`config.mk`:
```
export PLATFORM = sky130hd
export DESIGN_NAME = three_phase_pwm_compare_update
export DESIGN_NICKNAME = d
export VERILOG_FILES = /design/src/sv/tppcu_pkg.sv /design/src/sv/tppcu_lane.sv /design/src/sv/tppcu_ctrl.sv /design/src/sv/three_phase_pwm_compare_update.sv
export SDC_FILE = /design/constraint.sdc
export NUM_CORES = 1
export LEC_CHECK = 0
export BUFFER_PORTS_ARGS = -buffer_cell sky130_fd_sc_hd__buf_2
export CORE_MARGIN = 5
export CORE_UTILIZATION = 50
export CTS_CLUSTER_DIAMETER = 80
export CTS_CLUSTER_SIZE = 24
export DETAILED_ROUTE_END_ITERATION = 8
export PLACE_DENSITY_LB_ADDON = 0.12
export SETUP_SLACK_MARGIN = 0.3
export SYNTH_ARGS = -nofsm -noshare
export SYNTH_HDL_FRONTEND = slang
export SYNTH_SLANG_ARGS = --single-unit
```
`constraint.sdc`:
```
create_clock -name clk_i -period 30.9 [get_ports clk_i]
set_clock_uncertainty 0.15 [all_clocks]
set_input_delay 3.09 -clock clk_i [delete_from_list [all_inputs] [get_ports clk_i]]
set_output_delay 3.09 -clock clk_i [all_outputs]
set_load 0.05 [all_outputs]
```
`src/sv/tppcu_pkg.sv`:
```
package tppcu_pkg;

  localparam int unsigned DutyW  = 18;
  localparam int unsigned HalfW  = 17;
  localparam int unsigned DeadW  = 16;
  localparam int unsigned CmpW   = 32;
  localparam int unsigned NumPh  = 3;

  localparam int unsigned InDataW  = 112;
  localparam int unsigned OutDataW = 200;

  localparam logic [HalfW-1:0] HalfPeriodRst = 17'd60000;
  localparam logic [DeadW-1:0] DeadTimeRst   = 16'd0;

  // Configuration register indexes.
  localparam logic CfgHalfPeriod = 1'b0;
  localparam logic CfgDeadTime   = 1'b1;

  typedef enum logic [1:0] {
    PhInit    = 2'd0,
    PhLow     = 2'd1,
    PhHigh    = 2'd2,
    PhRestart = 2'd3
  } phase_e;

  // Per-tick control decision from the phase sequencer.
  typedef struct packed {
    logic upd;      // load compares from the lanes
    logic clr;      // zero all compares
    logic falling;  // falling-half formula
    logic sel;      // duty buffer the lanes use
    logic req;      // host update request
    logic trip;     // trip flag after this tick
    logic enabled;  // enabled flag after this tick
  } ctl_t;

  typedef logic [CmpW-1:0] cmp_t;

endpackage

```
`src/sv/tppcu_lane.sv`:
```
module tppcu_lane (
  input  logic [tppcu_pkg::DutyW-1:0] duty0_i,
  input  logic [tppcu_pkg::DutyW-1:0] duty1_i,
  input  logic                        sel_i,
  input  logic                        falling_i,
  input  logic [tppcu_pkg::HalfW-1:0] half_period_i,
  input  logic [tppcu_pkg::DeadW-1:0] dead_time_i,
  output tppcu_pkg::cmp_t             cmp_high_o,
  output tppcu_pkg::cmp_t             cmp_low_o
);
  import tppcu_pkg::*;

  logic [DutyW-1:0] duty;
  logic [HalfW-1:0] half_duty;
  cmp_t             hi;

  assign duty      = sel_i ? duty1_i : duty0_i;
  assign half_duty = duty[DutyW-1:1];

  // Falling half counts down from the period midpoint; both sums wrap at 32 bits.
  always_comb begin
    if (falling_i) begin
      hi        = cmp_t'(half_period_i) - cmp_t'(half_duty);
      cmp_low_o = hi - cmp_t'(dead_time_i);
    end else begin
      hi        = cmp_t'(half_duty);
      cmp_low_o = hi + cmp_t'(dead_time_i);
    end
  end

  assign cmp_high_o = hi;

endmodule

```
`src/sv/tppcu_ctrl.sv`:
```
module tppcu_ctrl (
  input  logic            clk_i,
  input  logic            rst_ni,
  input  logic            accept_i,
  input  logic            sel_i,
  input  logic            en_i,
  output tppcu_pkg::ctl_t ctl_o
);
  import tppcu_pkg::*;

  phase_e phase_q, phase_d;
  logic   skip_q, skip_d;
  logic   latched_q, latched_d;
  logic   enabled_q, enabled_d;
  logic   trip_q, trip_d;

  always_ff @(posedge clk_i or negedge rst_ni) begin
    if (!rst_ni) begin
      phase_q   <= PhInit;
      skip_q    <= 1'b0;
      latched_q <= 1'b0;
      enabled_q <= 1'b0;
      trip_q    <= 1'b1;
    end else if (accept_i) begin
      phase_q   <= phase_d;
      skip_q    <= skip_d;
      latched_q <= latched_d;
      enabled_q <= enabled_d;
      trip_q    <= trip_d;
    end
  end

  always_comb begin
    phase_d     = phase_q;
    skip_d      = skip_q;
    latched_d   = latched_q;
    enabled_d   = enabled_q;
    trip_d      = trip_q;
    ctl_o.upd     = 1'b0;
    ctl_o.clr     = 1'b0;
    ctl_o.falling = 1'b0;
    ctl_o.sel     = latched_q;
    ctl_o.req     = 1'b0;
    unique case (phase_q)
      PhInit: begin
        // Every other tick is skipped while waiting for an enable.
        if (skip_q) begin
          skip_d = 1'b0;
        end else begin
          skip_d    = 1'b1;
          ctl_o.req = 1'b1;
          if (en_i) begin
            enabled_d     = 1'b1;
            trip_d        = 1'b0;
            latched_d     = sel_i;
            ctl_o.sel     = sel_i;
            ctl_o.falling = 1'b1;
            ctl_o.upd     = 1'b1;
            phase_d       = PhHigh;
          end
        end
      end
      PhLow: begin
        latched_d     = sel_i;
        ctl_o.sel     = sel_i;
        ctl_o.req     = 1'b1;
        ctl_o.falling = 1'b1;
        ctl_o.upd     = 1'b1;
        phase_d       = PhHigh;
      end
      PhHigh: begin
        ctl_o.upd = 1'b1;
        phase_d   = en_i ? PhLow : PhRestart;
      end
      PhRestart: begin
        ctl_o.clr = 1'b1;
        trip_d    = 1'b1;
        phase_d   = PhInit;
      end
      default: begin
        phase_d = PhInit;
      end
    endcase
    ctl_o.trip    = trip_d;
    ctl_o.enabled = enabled_d;
  end

endmodule

```
`src/sv/three_phase_pwm_compare_update.sv`:
```
// Center-aligned three-phase PWM compare update with dead time. Each input word
// is one PWM reload tick carrying two buffers of U/V/W duties, a buffer select
// (tuser) and a drive enable; each accepted word yields exactly one output word
// holding the six compare values after the tick plus the trip-hold, update-request
// and outputs-enabled flags. A phase sequencer steps through init, falling half,
// rising half and restart; three identical lanes, one per motor phase, compute the
// high and low compares in parallel and the top level merges them into the held
// compare registers. The full update is combinational, so a word can be accepted
// every cycle while the skid register is free; the result is registered into the
// output stage on acceptance. A two-entry output stage (main register plus skid
// register) lets the input keep flowing for one word while the output side is
// stalled, and s_axis_tready depends only on registered state. Configuration (half
// period at index 0, dead time at index 1) is written through cfg_we_i; the user must
// write it only while no tick is in flight, as the block itself does not enforce it.
module three_phase_pwm_compare_update (
  input  logic                                 clk_i,
  input  logic                                 rst_ni,
  input  logic                                 cfg_we_i,
  input  logic                                 cfg_idx_i,
  input  logic [tppcu_pkg::HalfW-1:0]          cfg_wdata_i,
  input  logic                                 s_axis_tvalid,
  output logic                                 s_axis_tready,
  // tdata from bit 0: duty_u_buf0, duty_v_buf0, duty_w_buf0, duty_u_buf1,
  // duty_v_buf1, duty_w_buf1 (18 bits each), drive_enable, zero fill.
  input  logic [tppcu_pkg::InDataW-1:0]        s_axis_tdata,
  // tuser: buffer_select.
  input  logic                                 s_axis_tuser,
  output logic                                 m_axis_tvalid,
  input  logic                                 m_axis_tready,
  // tdata from bit 0: cmp_high_u, cmp_high_v, cmp_high_w, cmp_low_u, cmp_low_v,
  // cmp_low_w (32 bits each), trip_hold, request_update, outputs_enabled, zero fill.
  output logic [tppcu_pkg::OutDataW-1:0]       m_axis_tdata
);
  import tppcu_pkg::*;

  logic [HalfW-1:0] half_period_q;
  logic [DeadW-1:0] dead_time_q;

  // Configuration registers.
  always_ff @(posedge clk_i or negedge rst_ni) begin
    if (!rst_ni) begin
      half_period_q <= HalfPeriodRst;
      dead_time_q   <= DeadTimeRst;
    end else if (cfg_we_i) begin
      unique case (cfg_idx_i)
        CfgHalfPeriod: half_period_q <= cfg_wdata_i;
        CfgDeadTime:   dead_time_q   <= cfg_wdata_i[DeadW-1:0];
        default: ;
      endcase
    end
  end

  logic accept;
  logic skid_valid_q;
  logic out_valid_q;

  assign s_axis_tready = ~skid_valid_q;
  assign accept        = s_axis_tvalid & s_axis_tready;

  // Unpack the input word.
  logic [DutyW-1:0] duty0 [NumPh];
  logic [DutyW-1:0] duty1 [NumPh];
  logic             drive_en;

  for (genvar p = 0; p < NumPh; p++) begin : g_unpack
    assign duty0[p] = s_axis_tdata[p*DutyW +: DutyW];
    assign duty1[p] = s_axis_tdata[(p+NumPh)*DutyW +: DutyW];
  end
  assign drive_en = s_axis_tdata[2*NumPh*DutyW];

  ctl_t ctl;

  tppcu_ctrl u_ctrl (
    .clk_i    (clk_i),
    .rst_ni   (rst_ni),
    .accept_i (accept),
    .sel_i    (s_axis_tuser),
    .en_i     (drive_en),
    .ctl_o    (ctl)
  );

  // One lane per motor phase.
  cmp_t lane_hi [NumPh];
  cmp_t lane_lo [NumPh];

  for (genvar p = 0; p < NumPh; p++) begin : g_lane
    tppcu_lane u_lane (
      .duty0_i       (duty0[p]),
      .duty1_i       (duty1[p]),
      .sel_i         (ctl.sel),
      .falling_i     (ctl.falling),
      .half_period_i (half_period_q),
      .dead_time_i   (dead_time_q),
      .cmp_high_o    (lane_hi[p]),
      .cmp_low_o     (lane_lo[p])
    );
  end

  // Merge: held compares are cleared on restart, reloaded from the lanes on an
  // update tick, and otherwise repeated.
  cmp_t cmp_hi_q [NumPh];
  cmp_t cmp_lo_q [NumPh];
  cmp_t cmp_hi_d [NumPh];
  cmp_t cmp_lo_d [NumPh];

  always_comb begin
    for (int p = 0; p < NumPh; p++) begin
      if (ctl.clr) begin
        cmp_hi_d[p] = '0;
        cmp_lo_d[p] = '0;
      end else if (ctl.upd) begin
        cmp_hi_d[p] = lane_hi[p];
        cmp_lo_d[p] = lane_lo[p];
      end else begin
        cmp_hi_d[p] = cmp_hi_q[p];
        cmp_lo_d[p] = cmp_lo_q[p];
      end
    end
  end

  always_ff @(posedge clk_i or negedge rst_ni) begin
    if (!rst_ni) begin
      for (int p = 0; p < NumPh; p++) begin
        cmp_hi_q[p] <= '0;
        cmp_lo_q[p] <= '0;
      end
    end else if (accept) begin
      for (int p = 0; p < NumPh; p++) begin
        cmp_hi_q[p] <= cmp_hi_d[p];
        cmp_lo_q[p] <= cmp_lo_d[p];
      end
    end
  end

  // Pack the result word.
  logic [OutDataW-1:0] result;

  always_comb begin
    result = '0;
    for (int p = 0; p < NumPh; p++) begin
      result[p*CmpW +: CmpW]         = cmp_hi_d[p];
      result[(p+NumPh)*CmpW +: CmpW] = cmp_lo_d[p];
    end
    result[2*NumPh*CmpW]     = ctl.trip;
    result[2*NumPh*CmpW + 1] = ctl.req;
    result[2*NumPh*CmpW + 2] = ctl.enabled;
  end

  // Two-entry output stage. New words enter only while the skid slot is free,
  // so a pop with a full skid slot never coincides with a push.
  logic [OutDataW-1:0] out_q;
  logic [OutDataW-1:0] skid_q;
  logic                pop;

  assign pop = out_valid_q & m_axis_tready;

  always_ff @(posedge clk_i or negedge rst_ni) begin
    if (!rst_ni) begin
      out_valid_q  <= 1'b0;
      skid_valid_q <= 1'b0;
    end else begin
      if (pop) begin
        if (skid_valid_q) begin
          skid_valid_q <= 1'b0;
        end else begin
          out_valid_q <= accept;
        end
      end else if (accept) begin
        if (out_valid_q) begin
          skid_valid_q <= 1'b1;
        end else begin
          out_valid_q <= 1'b1;
        end
      end
    end
  end

  always_ff @(posedge clk_i) begin
    if (pop && skid_valid_q) begin
      out_q <= skid_q;
    end else if (accept && (pop || !out_valid_q)) begin
      out_q <= result;
    end
    if (accept && out_valid_q && !pop) begin
      skid_q <= result;
    end
  end

  assign m_axis_tvalid = out_valid_q;
  assign m_axis_tdata  = out_q;

endmodule

```
=== Yosys cells after proc, flatten, opt, wreduce, memory -nomap -nowiden ===
Cells that the tools add are included.

* Register bits: 623
* Input bits: 136
* Logic and storage cells: 106
* Output and inout port bits: 202

* Add/sub/neg operators: 9
* Eq/ne operators: 6
* Reduce and logical (&&, ||, !) cells: 20
* Bitwise operators: 4
* Mux-type cells: 50

{| class="wikitable"
|+ Operators with widths
! kind !! count
|-
| $mux W32 || 18
|-
| $mux W195 || 2
|-
| $sub A32 B16 Y32 || 3
|-
| $add A17 B16 Y18 || 3
|-
| $mux W18 || 3
|-
| $sub A17 B17 Y18 || 3
|-
| $mux W1 || 17
|-
| $reduce_and A2 Y1 || 5
|-
| $mux W2 || 4
|-
| $pmux W2 S4 || 1
|-
| $reduce_bool A2 Y1 || 4
|-
| $ne A2 B2 Y1 const B || 3
|-
| $pmux W1 S2 || 3
|-
| $pmux W3 S2 || 1
|-
| $eq A2 B2 Y1 const B || 2
|-
| $logic_and A1 B1 Y1 || 4
|-
| $reduce_and A4 Y1 || 1
|-
| $mux W3 || 1
|-
| $reduce_and A3 Y1 || 1
|-
| $and A1 B1 Y1 || 2
|-
| $eq A2 B1 Y1 const B || 1
|-
| $logic_not A1 Y1 || 2
|-
| $logic_not A2 Y1 || 1
|-
| $not A1 Y1 || 2
|-
| 2 further kinds || 2
|}

=== Logic depth before layout (Yosys ltp) ===
Gate-level depths: netlist of the first run.

* Depth after elaboration: 11
* Gate-level depth with buffers: 29
* Depth with buffers taken out: 24

=== By module ===
From an unflattened synthesis of the first run, not the netlist that was laid out.

* Cells, all modules: 3481
* Area, all modules: 35574.1 µm²

{| class="wikitable"
|+ By module, submodules not included
! module !! cells each !! times used !! area each (µm²)
|-
| three_phase_pwm_compare_update || 2149 || 1 || 26127.6
|-
| tppcu_lane || 430 || 3 || 3011.6
|-
| tppcu_ctrl || 42 || 1 || 411.6
|}

=== Worst setup path after synthesis of the first run ===
No wires, ideal clock.

* Kind: in2reg
* From: input port s_axis_tvalid
* To: register out_q[0] (netlist: m_axis_tdata[0]), enable pin
* Path slack: 16.572 ns
* Path buffers: 2
* Cell stages on the path: 5
* Arrival: 13.362 ns
* Setup time: 0.816 ns
* Cells stage by stage: nor2b_1 -> clkbuf_1 -> clkbuf_1 -> a21oi_1 -> a21oi_1

* Word-level cells in the longest chain between the ends: 3

{| class="wikitable"
|+ Ends and longest elaborated chain
! item !! line !! RTL
|-
| start: declaration || three_phase_pwm_compare_update.sv:21 || <nowiki>input logic s_axis_tvalid,</nowiki>
|-
| $and A1 B1 Y1 || three_phase_pwm_compare_update.sv:58 || <nowiki>assign accept = s_axis_tvalid & s_axis_tready;</nowiki>
|-
| $logic_and A1 B1 Y1 || three_phase_pwm_compare_update.sv:181 || <nowiki>end else if (accept && (pop || !out_valid_q)) begin</nowiki>
|-
| $reduce_bool A2 Y1 (no source line) || - ||
|-
| end signal: assignment || three_phase_pwm_compare_update.sv:180 || <nowiki>out_q <= skid_q;</nowiki>
|-
| end signal: assignment || three_phase_pwm_compare_update.sv:182 || <nowiki>out_q <= result;</nowiki>
|-
| end: declaration || three_phase_pwm_compare_update.sv:151 || <nowiki>logic [OutDataW-1:0] out_q;</nowiki>
|}

Every way passes these cells.
A chain may end at the register's enable or synchronous reset.

=== Worst setup path in the final report of the first run ===
* From: input port s_axis_tdata[108] (netlist name)
* To: register out_q[177] (netlist: m_axis_tdata[177]), data pin

* Word-level cells in the longest chain between the ends: 11
* Elaborated cells on any way between the ends: 15
* Classes of those cells: add/sub (3); mux (12)

{| class="wikitable"
|+ Ends and longest elaborated chain
! item !! line !! RTL
|-
| start: declaration || three_phase_pwm_compare_update.sv:25 || <nowiki>input logic [tppcu_pkg::InDataW-1:0] s_axis_tdata,</nowiki>
|-
| $mux W2 || tppcu_ctrl.sv:52 || <nowiki>if (en_i) begin</nowiki>
|-
| $mux W3 || tppcu_ctrl.sv:47 || <nowiki>if (skip_q) begin</nowiki>
|-
| $pmux W3 S2 || tppcu_ctrl.sv:44 || <nowiki>unique case (phase_q)</nowiki>
|-
| $mux W18 || tppcu_lane.sv:17 || <nowiki>assign duty = sel_i ? duty1_i : duty0_i;</nowiki>
|-
| $sub A17 B17 Y18 || tppcu_lane.sv:23 || <nowiki>hi = cmp_t'(half_period_i) - cmp_t'(half_duty);</nowiki>
|-
| $sub A32 B16 Y32 || tppcu_lane.sv:24 || <nowiki>cmp_low_o = hi - cmp_t'(dead_time_i);</nowiki>
|-
| $mux W32 || tppcu_lane.sv:22 || <nowiki>if (falling_i) begin</nowiki>
|-
| $mux W32 (*) || three_phase_pwm_compare_update.sv:111 || <nowiki>end else if (ctl.upd) begin</nowiki>
|-
| $mux W32 (*) || three_phase_pwm_compare_update.sv:108 || <nowiki>if (ctl.clr) begin</nowiki>
|-
| $mux W195 (*) || three_phase_pwm_compare_update.sv:181 ||
|-
| $mux W195 (*) || three_phase_pwm_compare_update.sv:179 || <nowiki>if (pop && skid_valid_q) begin</nowiki>
|}

Mark *: on every way between the ends. The rest lies on a longest branch, timed or not. The select of a mux whose other input is x is not followed.

==> results of run 1 <==
-- logic make-up (layout without fill, tap and decap cells) --
group / Yosys count / count (layout) / synth area share
adder cells (fa/ha/maj): 160 / 160 / 0.0619
flip-flops: 623 / 623 / 0.525
AO/OA/AOI/OAI: 813 / 813 / 0.160
AND/OR/NAND/NOR: 1033 / 1033 / 0.129
multiplexers: 189 / 189 / 0.0621
other: 1 / 7 / 0.000112
buffers and inverters: 290 / 546 / 0.0347
XOR/XNOR: 101 / 101 / 0.0267
-- metal layers --
layer	vias up	GRT usage	routed length [um]
met4	0	0.0533	2040
met5	-	0	0
met3	107	0.0341	6810
met2	960	0.407	44000
li1	11900	-	-
met1	12600	0.418	46400
-- stage by stage --
| stage | std cells | util | hold WS (ns) | instance area [um^2] |
|---|---|---|---|---|
| 6_report | 4336 | 0.561 | 0.313 | 37000 |
| 5_1_grt | 4334 | 0.561 | 0.332 | 37000 |
| 4_1_cts | 4334 | 0.561 | 0.312 | 37000 |
| 3_5_place_dp | 4264 | 0.542 | 0.290 | 35800 |
| 3_3_place_gp | 4264 | 0.542 | 0.283 | 35800 |
| 2_1_floorplan | 3214 | - | 0.269 | 33400 |
-- flip-flops by register name, summed over array words and instances (netlist names) --
name,cells
m_axis_tdata,195
skid_q,195
cmp_hi_q,96
cmp_lo_q,96
half_period_q,17
dead_time_q,16
u_ctrl.phase_q,2
m_axis_tvalid,1
skid_valid_q,1
u_ctrl.enabled_q,1
u_ctrl.latched_q,1
u_ctrl.skip_q,1
u_ctrl.trip_q,1
-- placed cells by master (no fill, tap or decap), types with 10 or more instances in the layout --
master and instances:
edfxtp_1 390, o211ai_1 41, nor2_1 214, a311oi_1 10, a21o_1 68, and2_1 14, nor2b_1 14, clkbuf_16 39
nand2_1 618, clkbuf_1 17, or2_2 10, mux2i_1 47, a21oi_1 172, mux2_2 139, inv_1 123, a22o_1 17
o31ai_1 30, o31a_1 10, or3_1 15, buf_4 28, dfrtp_1 225, o21ai_0 181, xor2_1 34, nand3_1 24
nand2b_1 22, o21a_1 100, buf_2 322, nand4_1 10, a211oi_1 54, nor3_1 52, ha_1 150, a31oi_1 37
xnor2_1 66
-- area by class of cell --
class,count,area [um^2]
multi-input cells,2301,14800
flip-flops and latches,623,17600
clock inverters,13,184
diodes,2,5.00
well taps,864,1080
inverters,124,465
clock buffers,57,1050
fillers,5754,29000
repair buffers,352,1860
-- worst min-delay path by stage --
| stage | to | slack (ns) | cells past startpoint |
|---|---|---|---|
| global route | u_ctrl.enabled_q | 0.33 | 1 |
| global placement | u_ctrl.enabled_q | 0.28 | 1 |
| detailed placement | u_ctrl.enabled_q | 0.29 | 1 |
| CTS | u_ctrl.enabled_q | 0.31 | 1 |
| finish | u_ctrl.enabled_q | 0.31 | 1 |
| floorplan | u_ctrl.enabled_q | 0.27 | 1 |
==> impl_metrics.toml, run 1 <==
[status]
status = "complete, no violations"

[setup_path]
cp_max_fo = 24
rr_startpoint = "u_ctrl.phase_q[0]"
path_depth = 24
crit_path_start = "s_axis_tdata[108]"
cpMostUsedCell = "o21ai_0"
arrival_ns = 9.57
cp-endpoint = "m_axis_tdata[177]"
path_cells = "buf_2 > nand2b_4 > mux2_1 > a221o_2 > buf_4 > mux2i_1 > ha_1 > nor2b_1 > o21a_1 > o21ai_0 > a21oi_1 > o21ai_0 > a21boi_0 > nor2_1 > ha_1 > nand3_1 > a311oi_1 > a211o_1 > nand3_1 > o211ai_1 > a21oi_1 > mux2i_1 > o21ai_0 > o21ai_0"
critPathCaptureType = "flip-flop"
critical-path-max-stage-delay_ns = 0.70
reg2reg_slack_ns = 23.48
critPathLaunchType = "primary input"
crit_slowest_cell = "mux2i_1"
cp_data_required_time_ns = 31.10
cp.buffers_inverters = 2
critPathTopFamily = "compound AO/OA/AOI/OAI gates"
timing.rr.end = "m_axis_tdata[177]"
crit_type = "primary input to flip-flop"
r2r_cells = 24

[place]
gp_congestion = 0.954
port_buffers = 323
dpl_worst_slack_ns = 20.99
hpwlAfterDp_mm = 72.7

[clock_network]
cts_buffers = 38
cts_resized = 0
ctsHtreeMaxLevel = 2
tritoncts = "built"
hold_buffers = 0
cts_buffer_depth = 3
cts-root-buf = "clkbuf_16"
worst_skew_pair.late_latency_ns = 0.61
cts.sinks = 623
cts.clk_slew.worst_paths_ns = 0.09
cts_setup_buffers = 0

[finish]
areaGrowthSynthToFinish_pct = 10.8
drive_gt1_frac = 0.172
final_nets = 3736

[synth]
yosysWarnings = 0
syn_area_mm2 = 0.0334
synth_cells = 3210
synthDistinctLibCells = 90
synthFlopType = "edfxtp_1"
async_reset_ff_frac = 0.374
synth_edf_count = 390
syn_area_per_cell_um2 = 10.4
seq_area_frac_synth = 0.525
yosys-top-cells-count = "nand2_1 (619), edfxtp_1 (390), dfrtp_1 (225), nor2_1 (218), o21ai_0 (181)"
synth_area_leaders = "edfxtp_1 (35%), dfrtp_1 (17%), nand2_1 (7.0%)"
ys_seq_elements = 623
synth_top_area_cell = "edfxtp_1"
yosysMostFrequentCell = "nand2_1"
synth_top_area_frac = 0.350

[die]
core_region_area_mm2 = 0.0660
boundaryPins = 338
dieArea_mm2 = 0.0721
floorplan.initialDensity = 0.506
core.rowCount = 94
die_height_um = 269
die_x_um = 269

[timing]
post-route-min-period_ns = 9.37
setup_viol = 0
tightest_slew_ns = 1.32
slew_headroom = 0.115
final_max_slew_viol_count = 0
timing.fmax_mhz = 107
final-hold-violation-count = 0
rsz0062_at_grt = "false"
fin_ws_ns = 21.53
timing.final.crit_share = 0.303
timing.setup.tns_ns = 0

[global_routing]
first_global_vias = 24500
grt_usage = 0.268
antenna_found_initial = 0
grt_pass1_wl_mm = 149
grt_overflow = 0
grt_max_degree = 143

[routing]
wirelength_mm = 99.2
drt-vias-per-instance = 5.90
drt.antenna.violating_nets = 0
routedWlPerCell_um = 22.9
first_pass_iters = 6
drc = 0
drt_iter0_drc = 2552
dr_total_vias = 25600

[job]
drv_cap = 0

[worst_hold_path]
hp-start = "u_ctrl.enabled_q"
min_path_type = "flip-flop to flip-flop"
Power of run 1 is not shown: default switching activity piles up to over one toggle a cycle in this logic, so the estimate is an artifact.
==> run 2: changes to the inputs <==
clock period = 8.27 ns   (was 30.9 ns; I/O delays follow)
==> run 2 against run 1 <==
- worst setup slack lost 21 ns
- first-iteration DRC count increased by 0.24%
- sequential cell count did not move
- via count up 0.31%
- routed wire length fell by 1.4%
- non-clock buffer count grew 7
- die area did not move
- critical path depth fell by 6
- critical path type is now flip-flop to flip-flop
- largest cell class unchanged
==> impl_metrics.toml, run 2 (synthesis gave the netlist of run 1 again) <==
[status]
status = "complete, no violations"

[global_routing]
antenna_found_initial = 1
first_global_vias = 24400
grt_pass1_wl_mm = 148
grt_overflow = 0
grt_max_degree = 132
grt_usage = 0.264

[timing]
rsz0062_at_grt = "false"
timing.final.crit_share = 0.883
tightest_slew_ns = 1.05
final-hold-violation-count = 0
timing.fmax_mhz = 137
setup_viol = 0
post-route-min-period_ns = 7.31
slew_headroom = 0.282
timing.setup.tns_ns = 0
final_max_slew_viol_count = 0

[finish]
mostFrequentLayoutCells = "nand2_1 (618), edfxtp_1 (390), buf_2 (322)"
antenna_cells = 0
final_common_cell = "nand2_1"
areaGrowthSynthToFinish_pct = 10.9
drive_gt1_frac = 0.173
final_nets = 3742
finalNonFillerCells = 4338
final_cell_area_mm2 = 0.0371

[setup_path]
critPathCaptureType = "flip-flop"
cp_max_fo = 17
cpMostUsedCell = "ha_1"
crit_type = "flip-flop to flip-flop"
crit_slowest_cell = "nor3_1"
path_cells = "inv_1 > ha_1 > nor3b_1 > a221o_2 > buf_4 > mux2i_1 > ha_1 > a21oi_1 > a2bb2oi_1 > a31oi_1 > nor2_1 > xnor2_1 > ha_1 > nand3_1 > o31ai_1 > nor3_1 > nor3_1 > a21oi_1"
critical-path-max-stage-delay_ns = 0.84
critPathLaunchType = "flip-flop"
cp_data_required_time_ns = 8.42
arrival_ns = 7.46

[routing]
routedWlPerCell_um = 22.5
drt_iter0_drc = 2558
wirelength_mm = 97.8
drc = 0
dr_total_vias = 25700
first_pass_iters = 6
drt-vias-per-instance = 5.91
drt.antenna.violating_nets = 0

[clock_network]
ctsHtreeMaxLevel = 2
hold_buffers = 0
cts_setup_buffers = 0
cts_buffers = 37
cts.sinks = 623
cts_buffer_depth = 3
cts-root-buf = "clkbuf_16"
worst_skew_pair.late_latency_ns = 0.59
cts_resized = 0
cts.clk_slew.worst_paths_ns = 0.09
tritoncts = "built"

[place]
dp_cells = 4271
hpwlAfterDp_mm = 72.3
placed_cell_area_mm2 = 0.0358
gp_congestion = 1.02
port_buffers = 323

[die]
die_height_um = 269
dieArea_mm2 = 0.0721
floorplan.initialDensity = 0.506
die_x_um = 269
core_region_area_mm2 = 0.0660
boundaryPins = 338
core.rowCount = 94

[job]
drv_cap = 0

[worst_hold_path]
min_path_type = "primary input to async pin"
run 2: cell count changes in the layout (fill, tap and decap cells not counted), sizes merged:
cell / change
buf: +7
clkbuf: -3
clkinv: +3
inv: -3
diode: -2
run 2: per-stage QoR:
| step | util | setup slack [ns] | hold slack, ns |
|---|---|---|---|
| 2_1_floorplan | - | 0.626 | 0.269 |
| 3_3_place_gp | 0.543 | 0.936 | 0.284 |
| 3_5_place_dp | 0.543 | 0.820 | 0.289 |
| 4_1_cts | 0.562 | 1.08 | 0.0489 |
| 5_1_grt | 0.562 | 0.447 | 0.0632 |
| 6_report | 0.562 | 0.964 | 0.0379 |
run 2: routing by layer:
| metal | global-route usage | share of wire | vias to the layer above |
|---|---|---|---|
| met5 | 0 | 0.00013 | - |
| met4 | 0.0471 | 0.015 | 2 |
| met3 | 0.0354 | 0.073 | 91 |
| met2 | 0.407 | 0.45 | 938 |
| met1 | 0.409 | 0.46 | 12700 |
| li1 | - | - | 12000 |
run 2: worst paths after layout:
path	start	endpoint	slack, ns	cells past startpoint
max in group asynchronous	rst_ni	cmp_lo_q[70]	6.57	2
worst max-delay path	u_ctrl.phase_q[0]	m_axis_tdata[182]	0.96	18
worst max register to register	u_ctrl.phase_q[0]	m_axis_tdata[182]	0.96	18
worst min-delay path	rst_ni	cmp_hi_q[24]	0.04	1
worst min register to register	u_ctrl.enabled_q	u_ctrl.enabled_q	0.31	1
min in group clk_i	u_ctrl.enabled_q	u_ctrl.enabled_q	0.31	1
run 2: area by class of cell:
type / count / area (um^2)
Clock buffer: 54 / 1020
Fill cell: 5669 / 28900
Inverter: 124 / 465
Tap cell: 864 / 1080
Multi-Input combinational cell: 2301 / 14800
Timing Repair Buffer: 359 / 1920
Sequential cell: 623 / 17600
Clock inverter: 13 / 195
run 2: worst max-delay path: cells and delay by family (launching register included):
family | cells | cell delay, ns
AOI/OAI and AO/OA | 6 | 2.43
and+or+nand+nor | 5 | 1.49
adders and majority gates | 3 | 1.15
muxes | 1 | 0.68
buffers and inverters | 2 | 0.50
DFF | 1 | 0.44
xor gates and xnor gates | 1 | 0.13
Power of run 2 is left out for the same reason.
